--- src/hw/rtl/rcs_pkg.sv ---
package rcs_pkg;

  localparam int unsigned StepW = 5;
  typedef logic [StepW-1:0] step_t;

  localparam logic [23:0] Mask24    = 24'hFFFFFF;
  localparam logic [23:0] TsMarker  = 24'hFFFFFF;
  localparam logic [23:0] ChunkRst  = 24'd128;
  localparam logic [15:0] CsidOne   = 16'd63;
  localparam logic [15:0] CsidTwo   = 16'd319;
  localparam logic [15:0] CsidBias  = 16'd64;
  localparam logic [1:0]  FmtCont   = 2'd3;

  // byte source for one step
  typedef enum logic [4:0] {
    SEL_BH0, SEL_BH1, SEL_BH2,
    SEL_TS2, SEL_TS1, SEL_TS0,
    SEL_LEN2, SEL_LEN1, SEL_LEN0, SEL_TYPE,
    SEL_SID0, SEL_SID1, SEL_SID2, SEL_SID3,
    SEL_EXT3, SEL_EXT2, SEL_EXT1, SEL_EXT0,
    SEL_BODY
  } sel_e;

  // step condition; when false the sequencer jumps to the skip target
  typedef enum logic [2:0] {
    C_ALWAYS, C_NEVER, C_CSID64, C_CSID320, C_NOT_F3, C_FMT01, C_FMT0, C_EXT
  } cond_e;

  typedef struct packed {
    sel_e  sel;
    cond_e cond;
    step_t nxt;
    step_t skip;
  } ucw_t;

  typedef struct packed {
    logic csid64;
    logic csid320;
    logic not_f3;
    logic fmt01;
    logic fmt0;
    logic ext;
  } cond_t;

  typedef struct packed {
    logic  go;
    step_t entry;
  } launch_t;

  typedef struct packed {
    logic  idle;
    logic  emit;
    sel_e  sel;
    step_t step;
  } seq_out_t;

  localparam step_t ST_BH0   = 5'd0;
  localparam step_t ST_BH1   = 5'd1;
  localparam step_t ST_BH2   = 5'd2;
  localparam step_t ST_TS2   = 5'd3;
  localparam step_t ST_TS0   = 5'd5;
  localparam step_t ST_LEN2  = 5'd6;
  localparam step_t ST_TYPE  = 5'd9;
  localparam step_t ST_SID0  = 5'd10;
  localparam step_t ST_SID3  = 5'd13;
  localparam step_t ST_EXT3  = 5'd14;
  localparam step_t ST_EXT0  = 5'd17;
  localparam step_t ST_CBH0  = 5'd18;
  localparam step_t ST_CBH1  = 5'd19;
  localparam step_t ST_CBH2  = 5'd20;
  localparam step_t ST_BODY  = 5'd21;
  localparam step_t ST_IDLE  = 5'd22;

  function automatic ucw_t ucode(input step_t pc);
    ucw_t w;
    w = '{sel: SEL_BH0, cond: C_NEVER, nxt: ST_IDLE, skip: ST_IDLE};
    unique case (pc)
      5'd0:  w = '{SEL_BH0,  C_ALWAYS,  5'd1,    5'd1};
      5'd1:  w = '{SEL_BH1,  C_CSID64,  5'd2,    ST_TS2};
      5'd2:  w = '{SEL_BH2,  C_CSID320, ST_TS2,  ST_TS2};
      5'd3:  w = '{SEL_TS2,  C_NOT_F3,  5'd4,    ST_EXT3};
      5'd4:  w = '{SEL_TS1,  C_ALWAYS,  5'd5,    5'd5};
      5'd5:  w = '{SEL_TS0,  C_ALWAYS,  5'd6,    5'd6};
      5'd6:  w = '{SEL_LEN2, C_FMT01,   5'd7,    ST_EXT3};
      5'd7:  w = '{SEL_LEN1, C_ALWAYS,  5'd8,    5'd8};
      5'd8:  w = '{SEL_LEN0, C_ALWAYS,  5'd9,    5'd9};
      5'd9:  w = '{SEL_TYPE, C_ALWAYS,  5'd10,   5'd10};
      5'd10: w = '{SEL_SID0, C_FMT0,    5'd11,   ST_EXT3};
      5'd11: w = '{SEL_SID1, C_ALWAYS,  5'd12,   5'd12};
      5'd12: w = '{SEL_SID2, C_ALWAYS,  5'd13,   5'd13};
      5'd13: w = '{SEL_SID3, C_ALWAYS,  5'd14,   5'd14};
      5'd14: w = '{SEL_EXT3, C_EXT,     5'd15,   ST_IDLE};
      5'd15: w = '{SEL_EXT2, C_ALWAYS,  5'd16,   5'd16};
      5'd16: w = '{SEL_EXT1, C_ALWAYS,  5'd17,   5'd17};
      5'd17: w = '{SEL_EXT0, C_ALWAYS,  ST_IDLE, ST_IDLE};
      // continuation header, format 3, then the body byte
      5'd18: w = '{SEL_BH0,  C_ALWAYS,  ST_CBH1, ST_CBH1};
      5'd19: w = '{SEL_BH1,  C_CSID64,  ST_CBH2, ST_BODY};
      5'd20: w = '{SEL_BH2,  C_CSID320, ST_BODY, ST_BODY};
      5'd21: w = '{SEL_BODY, C_ALWAYS,  ST_IDLE, ST_IDLE};
      default: w = '{SEL_BH0, C_NEVER, ST_IDLE, ST_IDLE};
    endcase
    return w;
  endfunction

endpackage

--- src/hw/rtl/rcs_seq.sv ---
module rcs_seq (
  input  logic               clk_i,
  input  logic               rst_ni,
  input  rcs_pkg::launch_t   launch_i,
  input  rcs_pkg::cond_t     cond_i,
  input  logic               slot_free_i,
  output rcs_pkg::seq_out_t  seq_o
);
  import rcs_pkg::*;

  step_t pc_q, pc_d;
  ucw_t  w;
  logic  idle;
  logic  taken;

  assign w    = ucode(pc_q);
  assign idle = (pc_q == ST_IDLE);

  always_comb begin
    unique case (w.cond)
      C_ALWAYS:  taken = 1'b1;
      C_NEVER:   taken = 1'b0;
      C_CSID64:  taken = cond_i.csid64;
      C_CSID320: taken = cond_i.csid320;
      C_NOT_F3:  taken = cond_i.not_f3;
      C_FMT01:   taken = cond_i.fmt01;
      C_FMT0:    taken = cond_i.fmt0;
      C_EXT:     taken = cond_i.ext;
      default:   taken = 1'b0;
    endcase
  end

  always_comb begin
    pc_d = pc_q;
    if (idle) begin
      if (launch_i.go) pc_d = launch_i.entry;
    end else if (!taken) begin
      pc_d = w.skip;
    end else if (slot_free_i) begin
      pc_d = w.nxt;
    end
  end

  always_ff @(posedge clk_i or negedge rst_ni) begin
    if (!rst_ni) begin
      pc_q <= ST_IDLE;
    end else begin
      pc_q <= pc_d;
    end
  end

  assign seq_o.idle = idle;
  assign seq_o.emit = !idle && taken && slot_free_i;
  assign seq_o.sel  = w.sel;
  assign seq_o.step = pc_q;

endmodule

--- src/hw/rtl/rtmp_chunk_serializer.sv ---
// start item: 1 to 18 header bytes, one per taken step; skipped field groups give no byte;
// first byte through the step and output registers; next item taken once the last is out
// body byte: through the step and output registers; next body byte taken once the sequencer
// idles again, after any continuation basic header goes in first (microcode step counter)
// reset: sequencer idle, no message open, chunk_size back to 128; no clearing pass
module rtmp_chunk_serializer (
  input  logic         clk_i,
  input  logic         rst_ni,
  input  logic         s_axis_tvalid_i,
  output logic         s_axis_tready_o,
  // header_format, csid, message_type_id, stream_id, timestamp,
  // length, body_byte, zero pad
  input  logic [127:0] s_axis_tdata_i,
  // req_type
  input  logic         s_axis_tuser_i,
  output logic         m_axis_tvalid_o,
  input  logic         m_axis_tready_i,
  // out_byte
  output logic [7:0]   m_axis_tdata_o,
  output logic         m_axis_tlast_o,
  input  logic         psel_i,
  input  logic         penable_i,
  input  logic         pwrite_i,
  input  logic [2:0]   paddr_i,
  input  logic [31:0]  pwdata_i,
  output logic [31:0]  prdata_o,
  output logic         pready_o
);
  import rcs_pkg::*;

  // input fields
  logic [1:0]  in_fmt;
  logic [15:0] in_csid;
  logic [7:0]  in_mtype;
  logic [31:0] in_sid;
  logic [31:0] in_ts;
  logic [23:0] in_len;
  logic [7:0]  in_body;

  assign in_fmt   = s_axis_tdata_i[1:0];
  assign in_csid  = s_axis_tdata_i[17:2];
  assign in_mtype = s_axis_tdata_i[25:18];
  assign in_sid   = s_axis_tdata_i[57:26];
  assign in_ts    = s_axis_tdata_i[89:58];
  assign in_len   = s_axis_tdata_i[113:90];
  assign in_body  = s_axis_tdata_i[121:114];

  // message payload
  logic [1:0]  fmt_q;
  logic [15:0] csid_q;
  logic [7:0]  mtype_q;
  logic [31:0] sid_q;
  logic [31:0] ts_q;
  logic [23:0] len_q;
  logic [7:0]  body_q;
  step_t       end_step_q;
  logic        hdr_end_q;
  logic        last_body_q;

  // control state
  logic        in_msg_q, in_msg_d;
  logic [23:0] rem_q, rem_d;
  logic [23:0] fill_q, fill_d;
  logic [23:0] chunk_size_q;
  logic        out_valid_q, out_valid_d;
  logic [7:0]  out_byte_q;
  logic        out_last_q;

  logic        in_xfer, start_xfer, body_xfer;
  logic        need_cont;
  logic        cfg_wr;
  logic        slot_free;
  logic        in_ext;
  step_t       in_end_step;
  launch_t     launch;
  cond_t       cond;
  seq_out_t    seq;
  logic [15:0] csid_adj;
  logic [23:0] ts24;
  logic [7:0]  bh_hi;
  logic [7:0]  byte_d;
  logic        last_d;

  assign in_xfer    = s_axis_tvalid_i && s_axis_tready_o;
  assign start_xfer = in_xfer && !s_axis_tuser_i;
  assign body_xfer  = in_xfer && s_axis_tuser_i && in_msg_q;
  assign need_cont  = (chunk_size_q != '0) && (fill_q >= chunk_size_q);

  assign cfg_wr   = psel_i && penable_i && pwrite_i && pready_o && !paddr_i[2];
  assign pready_o = 1'b1;
  assign prdata_o = paddr_i[2] ? 32'd0 : {8'd0, chunk_size_q};

  assign in_ext = |in_ts[31:24];

  // index of the last header step for this start item
  always_comb begin
    priority if (in_ext)          in_end_step = ST_EXT0;
    else if (in_fmt == 2'd0)      in_end_step = ST_SID3;
    else if (in_fmt == 2'd1)      in_end_step = ST_TYPE;
    else if (in_fmt == 2'd2)      in_end_step = ST_TS0;
    else if (in_csid > CsidTwo)   in_end_step = ST_BH2;
    else if (in_csid > CsidOne)   in_end_step = ST_BH1;
    else                          in_end_step = ST_BH0;
  end

  assign launch.go    = start_xfer || body_xfer;
  assign launch.entry = start_xfer ? ST_BH0 : (need_cont ? ST_CBH0 : ST_BODY);

  assign cond.csid64  = csid_q > CsidOne;
  assign cond.csid320 = csid_q > CsidTwo;
  assign cond.not_f3  = fmt_q != FmtCont;
  assign cond.fmt01   = !fmt_q[1];
  assign cond.fmt0    = fmt_q == 2'd0;
  assign cond.ext     = |ts_q[31:24];

  assign slot_free = !out_valid_q || m_axis_tready_i;

  rcs_seq u_seq (
    .clk_i       (clk_i),
    .rst_ni      (rst_ni),
    .launch_i    (launch),
    .cond_i      (cond),
    .slot_free_i (slot_free),
    .seq_o       (seq)
  );

  assign s_axis_tready_o = seq.idle;

  assign csid_adj = csid_q - CsidBias;
  assign ts24     = cond.ext ? TsMarker : ts_q[23:0];
  assign bh_hi    = {fmt_q, 6'd0};

  always_comb begin
    unique case (seq.sel)
      SEL_BH0: begin
        if (!cond.csid64)       byte_d = bh_hi | {2'd0, csid_q[5:0]};
        else if (!cond.csid320) byte_d = bh_hi;
        else                    byte_d = bh_hi | 8'h01;
      end
      SEL_BH1:  byte_d = cond.csid320 ? csid_adj[15:8] : csid_adj[7:0];
      SEL_BH2:  byte_d = csid_adj[7:0];
      SEL_TS2:  byte_d = ts24[23:16];
      SEL_TS1:  byte_d = ts24[15:8];
      SEL_TS0:  byte_d = ts24[7:0];
      SEL_LEN2: byte_d = len_q[23:16];
      SEL_LEN1: byte_d = len_q[15:8];
      SEL_LEN0: byte_d = len_q[7:0];
      SEL_TYPE: byte_d = mtype_q;
      SEL_SID0: byte_d = sid_q[7:0];
      SEL_SID1: byte_d = sid_q[15:8];
      SEL_SID2: byte_d = sid_q[23:16];
      SEL_SID3: byte_d = sid_q[31:24];
      SEL_EXT3: byte_d = ts_q[31:24];
      SEL_EXT2: byte_d = ts_q[23:16];
      SEL_EXT1: byte_d = ts_q[15:8];
      SEL_EXT0: byte_d = ts_q[7:0];
      SEL_BODY: byte_d = body_q;
      default:  byte_d = '0;
    endcase
  end

  assign last_d = (seq.sel == SEL_BODY) ? last_body_q
                                        : (hdr_end_q && (seq.step == end_step_q));

  always_comb begin
    in_msg_d = in_msg_q;
    rem_d    = rem_q;
    fill_d   = fill_q;
    if (start_xfer) begin
      in_msg_d = (in_len != '0);
      rem_d    = in_len;
      fill_d   = '0;
    end else if (body_xfer) begin
      rem_d    = rem_q - 24'd1;
      in_msg_d = (rem_q != 24'd1);
      if (need_cont)            fill_d = 24'd1;
      else if (fill_q != Mask24) fill_d = fill_q + 24'd1;
    end
  end

  always_comb begin
    out_valid_d = out_valid_q;
    if (seq.emit)             out_valid_d = 1'b1;
    else if (m_axis_tready_i) out_valid_d = 1'b0;
  end

  always_ff @(posedge clk_i or negedge rst_ni) begin
    if (!rst_ni) begin
      in_msg_q     <= 1'b0;
      rem_q        <= '0;
      fill_q       <= '0;
      chunk_size_q <= ChunkRst;
      out_valid_q  <= 1'b0;
    end else begin
      in_msg_q    <= in_msg_d;
      rem_q       <= rem_d;
      fill_q      <= fill_d;
      out_valid_q <= out_valid_d;
      if (cfg_wr) chunk_size_q <= pwdata_i[23:0];
    end
  end

  always_ff @(posedge clk_i) begin
    if (start_xfer) begin
      fmt_q      <= in_fmt;
      csid_q     <= in_csid;
      mtype_q    <= in_mtype;
      sid_q      <= in_sid;
      ts_q       <= in_ts;
      len_q      <= in_len;
      end_step_q <= in_end_step;
      hdr_end_q  <= (in_len == '0);
    end else if (body_xfer) begin
      // continuation chunks carry format 3
      fmt_q       <= FmtCont;
      body_q      <= in_body;
      last_body_q <= (rem_q == 24'd1);
    end
    if (seq.emit) begin
      out_byte_q <= byte_d;
      out_last_q <= last_d;
    end
  end

  assign m_axis_tvalid_o = out_valid_q;
  assign m_axis_tdata_o  = out_byte_q;
  assign m_axis_tlast_o  = out_last_q;

endmodule

--- config.mk ---
export PLATFORM = sky130hd
export DESIGN_NAME = rtmp_chunk_serializer
export DESIGN_NICKNAME = d
export VERILOG_FILES = /design/src/hw/rtl/rcs_pkg.sv /design/src/hw/rtl/rcs_seq.sv /design/src/hw/rtl/rtmp_chunk_serializer.sv
export SDC_FILE = /design/constraint.sdc
export NUM_CORES = 1
export LEC_CHECK = 0
export BUFFER_PORTS_ARGS = -buffer_cell sky130_fd_sc_hd__buf_4
export CAP_MARGIN = 20
export CORE_UTILIZATION = 50
export CTS_CLUSTER_SIZE = 16
export DETAILED_ROUTE_END_ITERATION = 6
export PLACE_DENSITY = 0.76
export SLEW_MARGIN = 15
export SYNTH_ARGS = -nofsm -noshare
export SYNTH_HDL_FRONTEND = slang
export SYNTH_SLANG_ARGS = --single-unit
--- constraint.sdc ---
create_clock -name clk_i -period 5.5 [get_ports clk_i]
set_input_delay 0.55 -clock clk_i [delete_from_list [all_inputs] [get_ports clk_i]]
set_output_delay 0.55 -clock clk_i [all_outputs]
set_load 0.01 [all_outputs]
==> qor_table.md <==
| Metric | This run | Unit |
|---|---|---|
| Run status | finished clean | - |
| Total wire length after detailed routing | 29200 | um |
| Relative area change from synthesis to final layout | 22.8 | % |
| Number of hold violations in the final report | 0 | - |
| Post-detailed-route via-to-cell ratio | 6.03 | - |
| Maximum number of buffers from clock root to sink | 3 | - |
| Hold/Removal Path Class | in -> reg | - |
| Ratio of total power to cell area | 427 | nW/um^2 |
| Critical Path End Type | flop | - |
| Top cell types by occurrence after synthesis | sky130_fd_sc_hd__edfxtp_1, sky130_fd_sc_hd__nor2_1, sky130_fd_sc_hd__nand2_1 | - |
| Number of clock sinks | 217 | - |
| Worst reg2reg startpoint | u_seq.pc_q[1]$_DFFE_PN1P_ | - |
| Peak supply drop | 0.000242 | V |
| Reported max-cap violation count | 0 | - |
| Dominant cell type by area after synthesis | sky130_fd_sc_hd__edfxtp_1 | - |
| Slack of the worst reg-to-reg path | 990 | ps |
| Detail Placement HPWL | 20700 | um |
| Starting utilization of the core area | 0.511 | - |
| Max-slew violation count | 0 | - |
| DR iter-0 viols | 1167 | - |
| Total number of vias | 8590 | - |
| Yosys synthesis warning count | 0 | - |
| Number of different library cells in the post-synthesis netlist | 76 | - |
| Top cells by area, synth | sky130_fd_sc_hd__edfxtp_1, sky130_fd_sc_hd__dfrtp_1, sky130_fd_sc_hd__ha_1 | - |
| Required time at the endpoint of the critical path | 5970 | ps |
| Source-to-sink clock delay at the later pin of the worst-skew pair | 530 | ps |
| Max incr delay on CP | 930 | ps |
| Worst-case hold path end point | sid_q[2]$_DFFE_PP_ | - |
| Area taken by multi-input logic gates | 4260 | sq um |
| R2r endpoint | rem_q[9]$_DFFE_PN0P_ | - |
| Buffers added on ports | 189 | - |
| Top FF cell, synth | sky130_fd_sc_hd__edfxtp_1 | - |
| Buffering stage count on the worst path with inverters included | 2 | - |
| Global-route total usage across every layer | 0.266 | - |
| Standard cell area after detailed placement | 12400 | sq um |
| EDFF count, synth | 138 | - |
| Sequential standard cell area | 6130 | sq um |
| Dpl ws | 1120 | ps |
| Number of I/O pins | 215 | - |
| Setup repair after global routing missed its margin | no | - |
| Async set-or-reset flop fraction in the synthesized netlist | 0.364 | - |
| Largest clock skew in the final design | 21.2 | ps |
| Clock-pin slew reported for the worst setup and hold paths after clock tree synthesis | 60 | ps |
| Number of instances on the worst hold path | 1 | - |
| CTS tree | yes | - |
| Nature of the critical path startpoint | flop | - |
| Weighted congestion reported at the end of routability-driven placement | 0.909 | - |
| First-pass GRT wire length | 45500 | um |
| Clock tree root driver cell | sky130_fd_sc_hd__clkbuf_16 | - |
| Fin area | 13200 | sq um |
| Antenna violations before repair | 1 | - |
| # setup viols final | 0 | - |
| Period minus WS final | 4510 | ps |
| Kind of cell adding the most delay to the critical path | buffers and inverters | - |
| Actual transition at the worst max-transition pin | 1080 | ps |
| Period utilisation layout | 0.821 | - |
| Maximum clock frequency | 222 | MHz |
| Slew headroom | 0.281 | - |
| Synthesized flop and latch total | 217 | - |
| Die height | 149 | um |
| Register area share after synthesis | 0.571 | - |
| Net count, final | 1338 | - |
| Mean cell area of the mapped netlist | 11.4 | sq um |
| Buffers inserted by post-CTS timing repair | 0 | - |
| Number of global-route vias before repair | 8412 | - |
| Number of filler instances in the final layout | 1666 | - |
| Highest net fanout along the worst path | 90 | - |
| Total DRC errors in the routed layout | 0 | - |
| Summed negative setup slack over all endpoints | 0 | ps |
| Worst Path Class, Setup | reg -> reg | - |
| Width of the die | 149 | um |
| Area share of the largest cell type after synthesis | 0.386 | - |
| Area of the die | 22100 | sq um |
| Cell-by-cell listing of the critical path | ha_1, nand4b_1, or3_1, inv_4, buf_4, a22oi_1, nand2_1 | - |
| Post-route antenna net violation count | 0 | - |
| Final Total Pwr | 5.63 | mW |
| Overflow after GRT | 0 | - |
| Worst reg2reg path depth | 7 | - |
| Ratio of cells with drive above 1 in the final layout | 0.245 | - |
| Cell with the most instances after synthesis | sky130_fd_sc_hd__edfxtp_1 | - |
| Worst path arrival time | 4980 | ps |
| Hold Path Origin | s_axis_tdata_i[28] | - |
| Synthesized area | 10700 | sq um |
| Gate count of the mapped netlist | 940 | - |
| Clock H-tree levels | 1 | - |
| Number of search-and-repair iterations in the first detailed-routing pass | 6 | - |
| Slowest stage cell, crit path | sky130_fd_sc_hd__buf_4 | - |
| Final WS setup | 986 | ps |
| Routed wire length per instance | 20.5 | um |
| Pin count of the biggest net entering global routing | 91 | - |
| Placeable core region | 21000 | sq um |
| Cell row count | 53 | - |
| Leakage dissipation | 5.35 | nW |
| Number of buffers created by CTS | 23 | - |
## metrics by stage
stage          cells  hold WS (ps)  utilization
6_report        1425           190        0.627
5_1_grt         1425           178        0.627
4_1_cts         1424           182        0.627
3_5_place_dp    1381           485        0.588
3_3_place_gp    1381           478        0.588
2_1_floorplan    947           254            -
## final cells by class
cell class                      instances  area share
Antenna cell                            1    0.000190
Sequential cell                       217       0.465
Timing Repair Buffer                  198       0.113
Clock buffer                           29      0.0469
Tap cell                              275      0.0261
Inverter                               42      0.0121
Clock inverter                         13      0.0143
Multi-Input combinational cell        650       0.323
## worst max path at each step
stage / endpoint / startpoint / cells after the start
after floorplan: rem_q[5]$_DFFE_PN0P_ / u_seq.pc_q[0]$_DFFE_PN0P_ / 9
after global placement: sid_q[13]$_DFFE_PP_ / u_seq.pc_q[1]$_DFFE_PN1P_ / 5
final: rem_q[9]$_DFFE_PN0P_ / u_seq.pc_q[1]$_DFFE_PN1P_ / 7
after global routing: rem_q[20]$_DFFE_PN0P_ / u_seq.pc_q[1]$_DFFE_PN1P_ / 7
after detailed placement: rem_q[0]$_DFFE_PN0P_ / u_seq.pc_q[1]$_DFFE_PN1P_ / 7
after CTS: mtype_q[6]$_DFFE_PP_ / u_seq.pc_q[1]$_DFFE_PN1P_ / 5
## sequential cells by signal (all words and copies together) (netlist names)
name,count
chunk_size_q,24
len_q,24
m_axis_tdata_o,8
fill_q,24
end_step_q,5
m_axis_tvalid_o,1
fmt_q,2
last_body_q,1
rem_q,24
body_q,8
mtype_q,8
m_axis_tlast_o,1
ts_q,32
u_seq.pc_q,5
in_msg_q,1
hdr_end_q,1
csid_q,16
sid_q,32
## power by group
part / internal (mW) / switching, mW / total, mW
Clock: 0.993 / 0.659 / 1.65
Combinational: 0.712 / 0.977 / 1.69
Sequential: 2.05 / 0.242 / 2.29
Total: 3.75 / 1.88 / 5.63
## per-layer routing
metal / track usage / wire length [um] / vias to the layer above
met4: 0.0990 / 920 / 0
li1: - / - / 3960
met1: 0.367 / 11700 / 4161
met3: 0.0374 / 2410 / 58
met2: 0.430 / 14100 / 411
met5: 0 / 0 / -
## cells in the final DEF, fill, tap and decap left out, drive strengths merged, types with 6 or more instances in the layout
cell    instances
edfxtp        138
nor4           26
a221oi          6
conb            9
nor2b           7
and3            8
inv            40
dfrtp          75
o211ai         14
a21oi          35
o21ai          47
nand2b          9
o311ai         10
nor2           88
xor2           25
or4             7
xnor2           9
and4            7
a22oi          35
ha             35
nor3           21
nand4          22
clkinv         10
clkbuf         29
nand3          25
buf           197
and2            8
mux2           24
or3            10
nand2          77
a222oi          7
## logic make-up (layout without fill, tap and decap cells)
group | count (synthesis) | in the layout | share of synthesized area
buf+inv | 80 | 282 | 0.0354
simple gates | 329 | 329 | 0.154
xor+xnor | 34 | 34 | 0.0277
flops | 217 | 217 | 0.571
compound gates | 214 | 214 | 0.141
other cells | 2 | 10 | 0.000699
fa+ha+maj | 35 | 35 | 0.0408
mux | 29 | 29 | 0.0298
## worst register-to-register path: cells and delay by family (launching register included)
| family | cells | cell delay, ps |
|---|---|---|
| and+or+nand+nor | 3 | 1360 |
| AOI/OAI and AO/OA | 1 | 290 |
| buffers and inverters | 2 | 1580 |
| adders and majority gates | 1 | 420 |
| DFF | 1 | 820 |
## repair_timing
| action | in CTS | in global routing |
|---|---|---|
| gates resized for setup | 0 | 0 |
| endpoints found under the hold margin | 23 | 0 |
| hold buffers | 1 | 0 |
Power figures use the tool's default switching activity.
